===== config.mk =====
export PLATFORM = sky130hd
export DESIGN_NAME = nav_bit_sync_integrator_top
export DESIGN_NICKNAME = d
export VERILOG_FILES = /design/src/hdl/nbs_pkg.sv /design/src/hdl/nbs_hist_mem.sv /design/src/hdl/nbs_ctrl.sv /design/src/hdl/nav_bit_sync_integrator_top.sv
export SDC_FILE = /design/constraint.sdc
export NUM_CORES = 1
export LEC_CHECK = 0
export CELL_PAD_IN_SITES_DETAIL_PLACEMENT = 1
export CELL_PAD_IN_SITES_GLOBAL_PLACEMENT = 1
export CORE_UTILIZATION = 52
export DETAILED_ROUTE_END_ITERATION = 6
export DONT_BUFFER_PORTS = 1
export PLACE_DENSITY_LB_ADDON = 0.1
export SETUP_SLACK_MARGIN = 0.15
export SYNTH_ARGS = -nofsm -noshare
export SYNTH_HDL_FRONTEND = slang
export SYNTH_SLANG_ARGS = --single-unit

===== constraint.sdc =====
create_clock -name clock -period 5.3 [get_ports clock]
set_clock_uncertainty 0.1 [all_clocks]
set_input_delay 1.06 -clock clock [delete_from_list [all_inputs] [get_ports clock]]
set_output_delay 1.06 -clock clock [all_outputs]
set_load 0.01 [all_outputs]

===== src/hdl/nbs_pkg.sv =====
// ============================================================================
// nbs_pkg - shared definitions for the navigation bit synchronizer
// Field widths, register reset values, register indexes, sign codes and the
// result record passed from the controller to the output stage.
// ============================================================================
package nbs_pkg;

   localparam int PROMPT_W     = 24;
   localparam int SAMPLE_W     = 64;
   localparam int PHASE_OUT_W  = 5;
   localparam int PULL_W       = 8;
   localparam int WIN_W        = 11;
   localparam int HIST_W       = 11;
   localparam int CSR_DATA_W   = 11;
   localparam int CSR_IDX_W    = 1;
   localparam int REQ_DATA_W   = 88;
   localparam int RSP_FIELDS_W = 70;
   localparam int RSP_DATA_W   = 72;

   localparam int MS_PER_BIT_DEF = 20;

   localparam logic [PULL_W-1:0] PULL_IN_RESET     = 8'd100;
   localparam logic [WIN_W-1:0]  SYNC_WINDOW_RESET = 11'd1500;

   typedef enum logic [CSR_IDX_W-1:0] {
      CSR_PULL_IN     = 1'b0,
      CSR_SYNC_WINDOW = 1'b1
   } csr_index_type;

   typedef enum logic [1:0] {
      SGN_ZERO = 2'd0, SGN_POS = 2'd1, SGN_NEG = 2'd2
   } sign_type;

   typedef struct packed {
      logic                   nav_bit;
      logic [SAMPLE_W-1:0]    bit_start_sample;
      logic [PHASE_OUT_W-1:0] boundary_phase;
   } rsp_item_type;

endpackage


===== src/hdl/nbs_hist_mem.sv =====
// ============================================================================
// nbs_hist_mem - transition histogram storage
// One-port-read, one-port-write synchronous RAM with registered read data.
// Per-bin valid flags make every bin read as zero until first written.
// ============================================================================
module nbs_hist_mem #(
   parameter int DEPTH = nbs_pkg::MS_PER_BIT_DEF
) (
   input  logic                          clock,
   input  logic                          reset,
   input  logic                          rd_en,
   input  logic [$clog2(DEPTH)-1:0]      rd_addr,
   output logic [nbs_pkg::HIST_W-1:0]    rd_data,
   input  logic                          wr_en,
   input  logic [$clog2(DEPTH)-1:0]      wr_addr,
   input  logic [nbs_pkg::HIST_W-1:0]    wr_data
);

   logic [nbs_pkg::HIST_W-1:0] ram_ff [DEPTH];
   logic [DEPTH-1:0]           valid_ff;
   logic [nbs_pkg::HIST_W-1:0] rdata_ff;
   logic                       rvalid_ff;

   always_ff @(posedge clock) begin
      if (wr_en) begin
         ram_ff[wr_addr] <= wr_data;
      end
      if (rd_en) begin
         rdata_ff <= ram_ff[rd_addr];
      end
   end

   always_ff @(posedge clock) begin
      if (reset) begin
         valid_ff  <= '0;
         rvalid_ff <= 1'b0;
      end else begin
         if (wr_en) begin
            valid_ff[wr_addr] <= 1'b1;
         end
         if (rd_en) begin
            rvalid_ff <= valid_ff[rd_addr];
         end
      end
   end

   // unwritten bins read as zero
   assign rd_data = rvalid_ff ? rdata_ff : '0;

endmodule


===== src/hdl/nbs_ctrl.sv =====
// ============================================================================
// nbs_ctrl - bit synchronizer sequencer
// Pull-in, histogram read-modify-write, argmax scan over the bin memory,
// boundary wait and per-bit integration.
// ============================================================================
module nbs_ctrl #(
   parameter int MS_PER_BIT = nbs_pkg::MS_PER_BIT_DEF
) (
   input  logic                                  clock,
   input  logic                                  reset,
   input  logic                                  req_tvalid,
   output logic                                  req_tready,
   input  logic signed [nbs_pkg::PROMPT_W-1:0]   prompt_value,
   input  logic [nbs_pkg::SAMPLE_W-1:0]          sample_index,
   input  logic [nbs_pkg::PULL_W-1:0]            pull_in_ms,
   input  logic [nbs_pkg::WIN_W-1:0]             sync_window_ms,
   input  logic                                  slot_free,
   output logic                                  emit_valid,
   output nbs_pkg::rsp_item_type                 emit_item,
   output logic                                  hist_rd_en,
   output logic [$clog2(MS_PER_BIT)-1:0]         hist_rd_addr,
   input  logic [nbs_pkg::HIST_W-1:0]            hist_rd_data,
   output logic                                  hist_wr_en,
   output logic [$clog2(MS_PER_BIT)-1:0]         hist_wr_addr,
   output logic [nbs_pkg::HIST_W-1:0]            hist_wr_data
);

   localparam int PH_W  = $clog2(MS_PER_BIT);
   localparam int CNT_W = $clog2(MS_PER_BIT + 1);
   localparam int EN_W  = nbs_pkg::PROMPT_W + $clog2(MS_PER_BIT);
   localparam int POW   = nbs_pkg::PHASE_OUT_W;

   typedef enum logic [2:0] {
      ST_IDLE, ST_EXEC, ST_HIST, ST_SCAN, ST_EMIT
   } state_type;

   typedef enum logic [1:0] {
      SP_PULL_IN, SP_HIST, SP_WAIT, SP_INTEG
   } sync_type;

   state_type                            state_ff, state_in;
   sync_type                             sync_ff, sync_in;
   logic [nbs_pkg::PULL_W-1:0]           pull_cnt_ff, pull_cnt_in;
   logic [nbs_pkg::WIN_W-1:0]            win_cnt_ff, win_cnt_in;
   logic [PH_W-1:0]                      ms_phase_ff, ms_phase_in;
   nbs_pkg::sign_type                    last_sign_ff, last_sign_in;
   logic [PH_W-1:0]                      boundary_ff, boundary_in;
   logic [CNT_W-1:0]                     ms_in_bit_ff, ms_in_bit_in;
   logic signed [EN_W-1:0]               energy_ff, energy_in;
   logic [nbs_pkg::SAMPLE_W-1:0]         bit_start_ff, bit_start_in;
   logic signed [nbs_pkg::PROMPT_W-1:0]  value_ff, value_in;
   logic [nbs_pkg::SAMPLE_W-1:0]         sidx_ff, sidx_in;
   logic [CNT_W-1:0]                     scan_cnt_ff, scan_cnt_in;
   logic                                 rd_pend_ff, rd_pend_in;
   logic [PH_W-1:0]                      rd_idx_ff, rd_idx_in;
   logic [nbs_pkg::HIST_W-1:0]           best_val_ff, best_val_in;
   logic [PH_W-1:0]                      best_idx_ff, best_idx_in;

   logic [PH_W-1:0]                      phase_next;
   logic [nbs_pkg::PULL_W-1:0]           pull_sat;
   logic [nbs_pkg::WIN_W-1:0]            win_sat;
   logic [CNT_W-1:0]                     mib_next;
   nbs_pkg::sign_type                    sgn;
   logic                                 reversal;
   logic                                 take;

   assign phase_next = (ms_phase_ff == PH_W'(MS_PER_BIT - 1)) ? '0 : ms_phase_ff + 1'b1;
   assign pull_sat   = (pull_cnt_ff != '1) ? pull_cnt_ff + 1'b1 : pull_cnt_ff;
   assign win_sat    = (win_cnt_ff != '1) ? win_cnt_ff + 1'b1 : win_cnt_ff;
   assign mib_next   = ms_in_bit_ff + 1'b1;

   always_comb begin
      if (value_ff == '0) begin
         sgn = nbs_pkg::SGN_ZERO;
      end else if (value_ff[nbs_pkg::PROMPT_W-1]) begin
         sgn = nbs_pkg::SGN_NEG;
      end else begin
         sgn = nbs_pkg::SGN_POS;
      end
   end

   assign reversal = ((sgn == nbs_pkg::SGN_POS) && (last_sign_ff == nbs_pkg::SGN_NEG)) ||
                     ((sgn == nbs_pkg::SGN_NEG) && (last_sign_ff == nbs_pkg::SGN_POS));

   // first maximum wins: only a strictly larger bin replaces the best
   assign take = (rd_idx_ff == '0) || (hist_rd_data > best_val_ff);

   assign req_tready = (state_ff == ST_IDLE);

   assign emit_item.nav_bit          = ~energy_ff[EN_W-1];
   assign emit_item.bit_start_sample = bit_start_ff;
   assign emit_item.boundary_phase   = POW'(boundary_ff);

   always_comb begin
      state_in     = state_ff;
      sync_in      = sync_ff;
      pull_cnt_in  = pull_cnt_ff;
      win_cnt_in   = win_cnt_ff;
      ms_phase_in  = ms_phase_ff;
      last_sign_in = last_sign_ff;
      boundary_in  = boundary_ff;
      ms_in_bit_in = ms_in_bit_ff;
      energy_in    = energy_ff;
      bit_start_in = bit_start_ff;
      value_in     = value_ff;
      sidx_in      = sidx_ff;
      scan_cnt_in  = scan_cnt_ff;
      rd_pend_in   = 1'b0;
      rd_idx_in    = rd_idx_ff;
      best_val_in  = best_val_ff;
      best_idx_in  = best_idx_ff;
      hist_rd_en   = 1'b0;
      hist_rd_addr = ms_phase_ff;
      hist_wr_en   = 1'b0;
      hist_wr_addr = ms_phase_ff;
      hist_wr_data = hist_rd_data + 1'b1;
      emit_valid   = 1'b0;

      case (state_ff)
         ST_IDLE: begin
            if (req_tvalid) begin
               value_in = prompt_value;
               sidx_in  = sample_index;
               state_in = ST_EXEC;
            end
         end

         ST_EXEC: begin
            case (sync_ff)
               SP_PULL_IN: begin
                  pull_cnt_in = pull_sat;
                  if (pull_sat < pull_in_ms) begin
                     state_in = ST_IDLE;
                  end else begin
                     // this request already feeds the histogram
                     sync_in    = SP_HIST;
                     hist_rd_en = 1'b1;
                     state_in   = ST_HIST;
                  end
               end
               SP_HIST: begin
                  hist_rd_en = 1'b1;
                  state_in   = ST_HIST;
               end
               SP_WAIT: begin
                  if (ms_phase_ff == boundary_ff) begin
                     sync_in      = SP_INTEG;
                     ms_in_bit_in = CNT_W'(1);
                     energy_in    = EN_W'(value_ff);
                     bit_start_in = sidx_ff;
                  end
                  ms_phase_in = phase_next;
                  state_in    = ST_IDLE;
               end
               SP_INTEG: begin
                  if (ms_in_bit_ff == '0) begin
                     bit_start_in = sidx_ff;
                  end
                  energy_in    = energy_ff + EN_W'(value_ff);
                  ms_in_bit_in = mib_next;
                  ms_phase_in  = phase_next;
                  state_in     = (mib_next == CNT_W'(MS_PER_BIT)) ? ST_EMIT : ST_IDLE;
               end
               default: begin
                  state_in = ST_IDLE;
               end
            endcase
         end

         ST_HIST: begin
            // bin value for ms_phase_ff is on the read port now
            hist_wr_en   = reversal && (hist_rd_data != '1);
            last_sign_in = sgn;
            ms_phase_in  = phase_next;
            win_cnt_in   = win_sat;
            if (win_sat >= sync_window_ms) begin
               scan_cnt_in = '0;
               state_in    = ST_SCAN;
            end else begin
               state_in = ST_IDLE;
            end
         end

         ST_SCAN: begin
            if (scan_cnt_ff < CNT_W'(MS_PER_BIT)) begin
               hist_rd_en   = 1'b1;
               hist_rd_addr = scan_cnt_ff[PH_W-1:0];
               scan_cnt_in  = scan_cnt_ff + 1'b1;
               rd_pend_in   = 1'b1;
               rd_idx_in    = scan_cnt_ff[PH_W-1:0];
            end
            if (rd_pend_ff) begin
               if (take) begin
                  best_val_in = hist_rd_data;
                  best_idx_in = rd_idx_ff;
               end
               if (rd_idx_ff == PH_W'(MS_PER_BIT - 1)) begin
                  boundary_in = take ? rd_idx_ff : best_idx_ff;
                  sync_in     = SP_WAIT;
                  state_in    = ST_IDLE;
               end
            end
         end

         ST_EMIT: begin
            if (slot_free) begin
               emit_valid   = 1'b1;
               energy_in    = '0;
               ms_in_bit_in = '0;
               state_in     = ST_IDLE;
            end
         end

         default: begin
            state_in = ST_IDLE;
         end
      endcase
   end

   always_ff @(posedge clock) begin
      if (reset) begin
         state_ff     <= ST_IDLE;
         sync_ff      <= SP_PULL_IN;
         pull_cnt_ff  <= '0;
         win_cnt_ff   <= '0;
         ms_phase_ff  <= '0;
         last_sign_ff <= nbs_pkg::SGN_ZERO;
         boundary_ff  <= '0;
         ms_in_bit_ff <= '0;
         energy_ff    <= '0;
         bit_start_ff <= '0;
         rd_pend_ff   <= 1'b0;
      end else begin
         state_ff     <= state_in;
         sync_ff      <= sync_in;
         pull_cnt_ff  <= pull_cnt_in;
         win_cnt_ff   <= win_cnt_in;
         ms_phase_ff  <= ms_phase_in;
         last_sign_ff <= last_sign_in;
         boundary_ff  <= boundary_in;
         ms_in_bit_ff <= ms_in_bit_in;
         energy_ff    <= energy_in;
         bit_start_ff <= bit_start_in;
         rd_pend_ff   <= rd_pend_in;
      end
   end

   always_ff @(posedge clock) begin
      value_ff    <= value_in;
      sidx_ff     <= sidx_in;
      scan_cnt_ff <= scan_cnt_in;
      rd_idx_ff   <= rd_idx_in;
      best_val_ff <= best_val_in;
      best_idx_ff <= best_idx_in;
   end

endmodule


===== src/hdl/nav_bit_sync_integrator_top.sv =====
// ============================================================================
// nav_bit_sync_integrator_top - navigation bit synchronizer and integrator
// Finds the bit boundary from a sign reversal histogram of 1 ms prompt values,
// then emits one sign decision per MS_PER_BIT milliseconds.
// ============================================================================
// Each request carries one 1 ms prompt value and the sample index where that
// millisecond starts. After the pull-in period, reversals of sign between
// consecutive values are counted into MS_PER_BIT phase bins held in a small
// synchronous RAM; when the sync window closes the bins are scanned and the
// first largest bin becomes the boundary phase. From then on MS_PER_BIT values
// are summed per bit and each finished bit is sent as one response. A request
// is finished before the next one is taken. While the histogram is built a
// request reads, modifies and writes one bin; the request that closes the
// window also runs the argmax scan, one bin read per cycle. A request that
// completes a bit waits while the previous response is still held in the
// output register. The bins clear at reset through per-bin valid flags, so no
// clearing pass is needed. CSR writes land at once; write them only while no
// request is in flight.
module nav_bit_sync_integrator_top #(
   parameter int MS_PER_BIT = nbs_pkg::MS_PER_BIT_DEF
) (
   input  logic                               clock,
   input  logic                               reset,
   // request: [23:0] prompt_value, [87:24] sample_index
   input  logic                               req_tvalid,
   output logic                               req_tready,
   input  logic [nbs_pkg::REQ_DATA_W-1:0]     req_tdata,
   // response: [0] nav_bit, [64:1] bit_start_sample, [69:65] boundary_phase,
   // [71:70] zero
   output logic                               rsp_tvalid,
   input  logic                               rsp_tready,
   output logic [nbs_pkg::RSP_DATA_W-1:0]     rsp_tdata,
   // CSR write port: index 0 pull_in_ms, index 1 sync_window_ms
   input  logic                               csr_we,
   input  logic [nbs_pkg::CSR_IDX_W-1:0]      csr_index,
   input  logic [nbs_pkg::CSR_DATA_W-1:0]     csr_wdata
);

   localparam int PH_W = $clog2(MS_PER_BIT);

   logic [nbs_pkg::PULL_W-1:0]          pull_in_ff, pull_in_in;
   logic [nbs_pkg::WIN_W-1:0]           sync_win_ff, sync_win_in;
   logic                                rsp_valid_ff, rsp_valid_in;
   nbs_pkg::rsp_item_type               rsp_item_ff, rsp_item_in;

   logic signed [nbs_pkg::PROMPT_W-1:0] prompt_value;
   logic [nbs_pkg::SAMPLE_W-1:0]        sample_index;
   logic                                slot_free;
   logic                                emit_valid;
   nbs_pkg::rsp_item_type               emit_item;

   logic                                hist_rd_en;
   logic [PH_W-1:0]                     hist_rd_addr;
   logic [nbs_pkg::HIST_W-1:0]          hist_rd_data;
   logic                                hist_wr_en;
   logic [PH_W-1:0]                     hist_wr_addr;
   logic [nbs_pkg::HIST_W-1:0]          hist_wr_data;

   assign prompt_value = req_tdata[nbs_pkg::PROMPT_W-1:0];
   assign sample_index = req_tdata[nbs_pkg::REQ_DATA_W-1:nbs_pkg::PROMPT_W];

   // output register frees up in the same cycle it is taken
   assign slot_free = !rsp_valid_ff || rsp_tready;

   always_comb begin
      pull_in_in  = pull_in_ff;
      sync_win_in = sync_win_ff;
      if (csr_we) begin
         case (csr_index)
            nbs_pkg::CSR_PULL_IN:     pull_in_in  = csr_wdata[nbs_pkg::PULL_W-1:0];
            nbs_pkg::CSR_SYNC_WINDOW: sync_win_in = csr_wdata[nbs_pkg::WIN_W-1:0];
            default: ;
         endcase
      end
   end

   always_comb begin
      rsp_item_in  = rsp_item_ff;
      rsp_valid_in = rsp_valid_ff;
      if (emit_valid) begin
         rsp_item_in  = emit_item;
         rsp_valid_in = 1'b1;
      end else if (rsp_tready) begin
         rsp_valid_in = 1'b0;
      end
   end

   always_ff @(posedge clock) begin
      if (reset) begin
         pull_in_ff   <= nbs_pkg::PULL_IN_RESET;
         sync_win_ff  <= nbs_pkg::SYNC_WINDOW_RESET;
         rsp_valid_ff <= 1'b0;
      end else begin
         pull_in_ff   <= pull_in_in;
         sync_win_ff  <= sync_win_in;
         rsp_valid_ff <= rsp_valid_in;
      end
   end

   always_ff @(posedge clock) begin
      rsp_item_ff <= rsp_item_in;
   end

   assign rsp_tvalid = rsp_valid_ff;
   assign rsp_tdata  = {2'b00, rsp_item_ff.boundary_phase,
                        rsp_item_ff.bit_start_sample, rsp_item_ff.nav_bit};

   nbs_ctrl #(
      .MS_PER_BIT (MS_PER_BIT)
   ) u_ctrl (
      .clock          (clock),
      .reset          (reset),
      .req_tvalid     (req_tvalid),
      .req_tready     (req_tready),
      .prompt_value   (prompt_value),
      .sample_index   (sample_index),
      .pull_in_ms     (pull_in_ff),
      .sync_window_ms (sync_win_ff),
      .slot_free      (slot_free),
      .emit_valid     (emit_valid),
      .emit_item      (emit_item),
      .hist_rd_en     (hist_rd_en),
      .hist_rd_addr   (hist_rd_addr),
      .hist_rd_data   (hist_rd_data),
      .hist_wr_en     (hist_wr_en),
      .hist_wr_addr   (hist_wr_addr),
      .hist_wr_data   (hist_wr_data)
   );

   nbs_hist_mem #(
      .DEPTH (MS_PER_BIT)
   ) u_hist_mem (
      .clock   (clock),
      .reset   (reset),
      .rd_en   (hist_rd_en),
      .rd_addr (hist_rd_addr),
      .rd_data (hist_rd_data),
      .wr_en   (hist_wr_en),
      .wr_addr (hist_wr_addr),
      .wr_data (hist_wr_data)
   );

   // a new bit never overwrites a response that has not been taken
   a_no_overwrite: assert property (@(posedge clock) disable iff (reset)
      emit_valid |-> slot_free)
      else $error("response overwritten before taken");

   // the sequencer never emits while it is open for a new request
   a_emit_not_idle: assert property (@(posedge clock) disable iff (reset)
      req_tready |-> !emit_valid)
      else $error("emit while accepting requests");

   // reported boundary stays inside the bit period
   a_phase_range: assert property (@(posedge clock) disable iff (reset)
      rsp_valid_ff |-> ({1'b0, rsp_item_ff.boundary_phase} <
                        (nbs_pkg::PHASE_OUT_W + 1)'(MS_PER_BIT)))
      else $error("boundary phase out of range");

endmodule


==> reports/qor.csv <==
stage,metric,value,unit
status,status,"complete, no violations",
setup_path,r2r_end,u_ctrl.best_val_ff[0]$_DFFE_PP_,
route,drc,0,
global_route,grt_use_met2,42.0,%
floorplan,core-area,45700,um2
job,cap_violations,0,
sta,rsz0062_at_grt,false,
yosys,yosysUniqueCellTypes,67,
clock_tree,cts_hold_buf,0,
sta,finalHoldViolations,0,
finish,post-route-util,59.3,%
sta,fmax,250,MHz
clock_tree,clk_pin_slew_worst_paths,0.07,ns
setup_path,startpoint_type,flip-flop,
setup_path,crit_fanout,22,
finish,design_area,27100,um2
yosys,yosys-top-cells-count,"edfxtp_1, nand2_1, dfxtp_1, a21oi_1, nor2_1",
yosys,yosysTopAreaCell,edfxtp_1,
global_route,grt_pass1_wl,91200,um
yosys,synth_edf_count,415,
power,power.leakage,9.51,nW
clock_tree,cts_tree,done,
finish,nets,2050,
clock_tree,clockBufferDepth,3,
route,ant_nets,0,
global_route,met3_usage,5.09,%
route,routed_wl,58700,um
power,sequentialPowerShare,52.7,%
floorplan,dieArea,47500,um2
yosys,ys.flop_type,edfxtp_1,
power,p_comb_share,1.5,%
clock_tree,clkLatencyLatePin,0.63,ns
global_route,grt_use_met1,33.4,%
yosys,yosysMostFrequentCell,edfxtp_1,
yosys,yosys_warnings,0,
sta,finalCriticalPeriod,3.99,ns
yosys,yosys-top-cells-area,"edfxtp_1, dfxtp_1, mux4_2",
global_route,grt-ovfl-total,0,
setup_path,rrSetupSlack,1.31,ns
power,clkPwrFrac,45.9,%
setup_path,worstPathArrival,4.14,ns
setup_path,worstSetupPathType,reg -> reg,
setup_path,crit_path_end_kind,flip-flop,
floorplan,dieWidth,218,um
floorplan,fp.dieH,218,um
yosys,synth-seq-area-share,65.9,%
yosys,synth_top_area_share,51.4,%
place,place_area,25000,um2
route,routedWlPerCell,23.2,um
floorplan,ioPinCount,179,
global_route,grt_pass1_vias,15700,
global_route,globalRoute.busiestLayer,met2,
yosys,avgSynthCellArea,13.1,um2
setup_path,crit_start,u_hist_mem.rvalid_ff$_SDFFE_PP0P_,
setup_path,r2r_cells,9,
floorplan,placement_rows,78,
sta,relSlewSlack,24.2,%
route,drtIter0Drc,939,
place,place.gp.congestion,0.813,
clock_tree,cts_buffers,58,
sta,setup_viol,0,
sta,final_max_slew_viol_count,0,
global_route,antenna_found_initial,5,
global_route,grtUsageTotal,25.1,%
yosys,synth_seq_cells,591,
power,powerDensity,349,nW/um2
place,dp_hpwl,37900,um
power,ir_worst_vdd,0.287,mV
power,p_int,0.00756,W
clock_tree,cts_resized,0,
route,viasPerCell,5.86,
power,switching_share,20.1,%
min_path,hold_class,reg -> reg,
power,power.switching,0.00191,W
setup_path,critPathRequiredTime,5.44,ns
clock_tree,htreeDepth,2,
route,vias,14800,
sta,tightest_slew,1.14,ns
floorplan,start_util,53.1,%
place,portBuffers,0,
yosys,async_flop_share,0,%
sta,period_share,75.4,%
yosys,synth_area,24300,um2
clock_tree,cts.sinks,591,
min_path,hold-path-cell-count,0,
finish,drive_gt1_share,12.0,%
clock_tree,root_buffer,clkbuf_16,
global_route,grt_max_degree,147,
yosys,synth_cells,1858,
clock_tree,cts_setup_buffers,0,
route,first_pass_iters,5,
finish,syn_to_final_growth,11.6,%
setup_path,crit_end,u_ctrl.best_val_ff[0]$_DFFE_PP_,
setup_path,reg2reg_from,u_hist_mem.rvalid_ff$_SDFFE_PP0P_,
sta,fin_setup_tns,0,ns
metrics by stage:
stage	cells	setup WS [ns]	hold slack, ns	total power, W
6_report	2528	1.31	0.329	0.00946
5_1_grt	2526	0.937	0.346	0.00973
4_1_cts	2525	1.25	0.331	0.00955
3_5_place_dp	2416	1.24	0.319	0.00522
3_3_place_gp	2416	1.60	0.312	0.00521
2_1_floorplan	1859	1.45	0.308	0.00519
kinds of logic after synthesis:
group                      Yosys count  share of synthesized area, %
buffers and inverters              138                          2.40
AOI/OAI and AO/OA                  350                          8.52
adders and majority gates           69                          3.59
xor gates and xnor gates            60                          2.17
muxes                              107                          7.69
DFF                                591                          65.9
other                                1                        0.0155
and+or+nand+nor                    542                          9.72
worst max-delay path: stages, from the launching register on:
cell	delay [ns]
dfxtp_1	0.49
nand2_1	0.55
ha_1	0.44
nor2b_1	0.14
o21bai_1	0.09
a21boi_0	0.26
o21bai_1	0.09
a221oi_1	0.42
a31oi_1	0.21
nor2_1	0.81
metal layers:
metal  routed length (um)  vias to the layer above  share of wire (%)
li1                     -                     6860                  -
met1                25900                     7543                 44
met2                28600                      331                 49
met3                 3050                       80                5.2
met4                 1190                        4                2.0
met5                   26                        -              0.044
sequential cells by signal (all words and copies together) (netlist names), 2 cells and up:
register	cells
u_hist_mem.ram_ff	220
rsp_tdata	70
u_ctrl.bit_start_ff	64
u_ctrl.sidx_ff	64
u_ctrl.energy_ff	29
u_ctrl.value_ff	24
u_hist_mem.valid_ff	20
sync_win_ff	11
u_ctrl.best_val_ff	11
u_ctrl.win_cnt_ff	11
u_hist_mem.rdata_ff	11
pull_in_ff	8
u_ctrl.pull_cnt_ff	8
u_ctrl.best_idx_ff	5
u_ctrl.boundary_ff	5
u_ctrl.hist_wr_addr	5
u_ctrl.ms_in_bit_ff	5
u_ctrl.rd_idx_ff	5
u_ctrl.scan_cnt_ff	5
u_ctrl.state_ff	3
u_ctrl.last_sign_ff	2
u_ctrl.sync_ff	2
layout by cell type, fill, tap and decap left out, types with 12 or more instances in the layout:
cell / n
a21oi_1: 173
a31oi_1: 15
and2_1: 15
buf_4: 41
clkbuf_16: 58
dfxtp_1: 176
edfxtp_1: 415
ha_1: 68
inv_1: 51
mux2_2: 20
mux2i_1: 29
mux4_1: 12
mux4_2: 46
nand2_1: 255
nand3_1: 61
nand4_1: 12
nor2_1: 121
nor3_1: 22
o21a_1: 29
o21ai_0: 45
o21ai_1: 19
xnor2_1: 23
xor2_1: 33
final cells by class:
| type | count | area (um2) |
|---|---|---|
| Tap cell | 600 | 751 |
| Clock buffer | 70 | 1570 |
| Sequential cell | 591 | 16000 |
| Antenna cell | 3 | 7.51 |
| Fill cell | 4458 | 18600 |
| Clock inverter | 39 | 482 |
| Timing Repair Buffer | 42 | 328 |
| Inverter | 53 | 201 |
| Multi-Input combinational cell | 1130 | 7760 |
how the worst min path moves through the flow:
| stage | slack (ns) | start | end |
|---|---|---|---|
| finish | 0.33 | u_ctrl.bit_start_ff[41]$_SDFFE_PP0P_ | rsp_tdata[42]$_DFFE_PP_ |
| global route | 0.35 | u_ctrl.bit_start_ff[41]$_SDFFE_PP0P_ | rsp_tdata[42]$_DFFE_PP_ |
| CTS | 0.33 | u_ctrl.bit_start_ff[41]$_SDFFE_PP0P_ | rsp_tdata[42]$_DFFE_PP_ |
| detailed placement | 0.32 | u_ctrl.bit_start_ff[40]$_SDFFE_PP0P_ | rsp_tdata[41]$_DFFE_PP_ |
| global placement | 0.31 | u_ctrl.bit_start_ff[0]$_SDFFE_PP0P_ | rsp_tdata[1]$_DFFE_PP_ |
| floorplan | 0.31 | u_ctrl.bit_start_ff[9]$_SDFFE_PP0P_ | rsp_tdata[10]$_DFFE_PP_ |
power by group through the flow:
stage	sequential (W)	clock (W)	combinational, W
6_report	0.00499	0.00434	0.000137
5_1_grt	0.00499	0.00459	0.000156
4_1_cts	0.00499	0.00443	0.000140
3_5_place_dp	0.00508	0	0.000138
3_3_place_gp	0.00508	0	0.000132
2_1_floorplan	0.00507	0	0.000121
(Power assumes the default switching activity.)
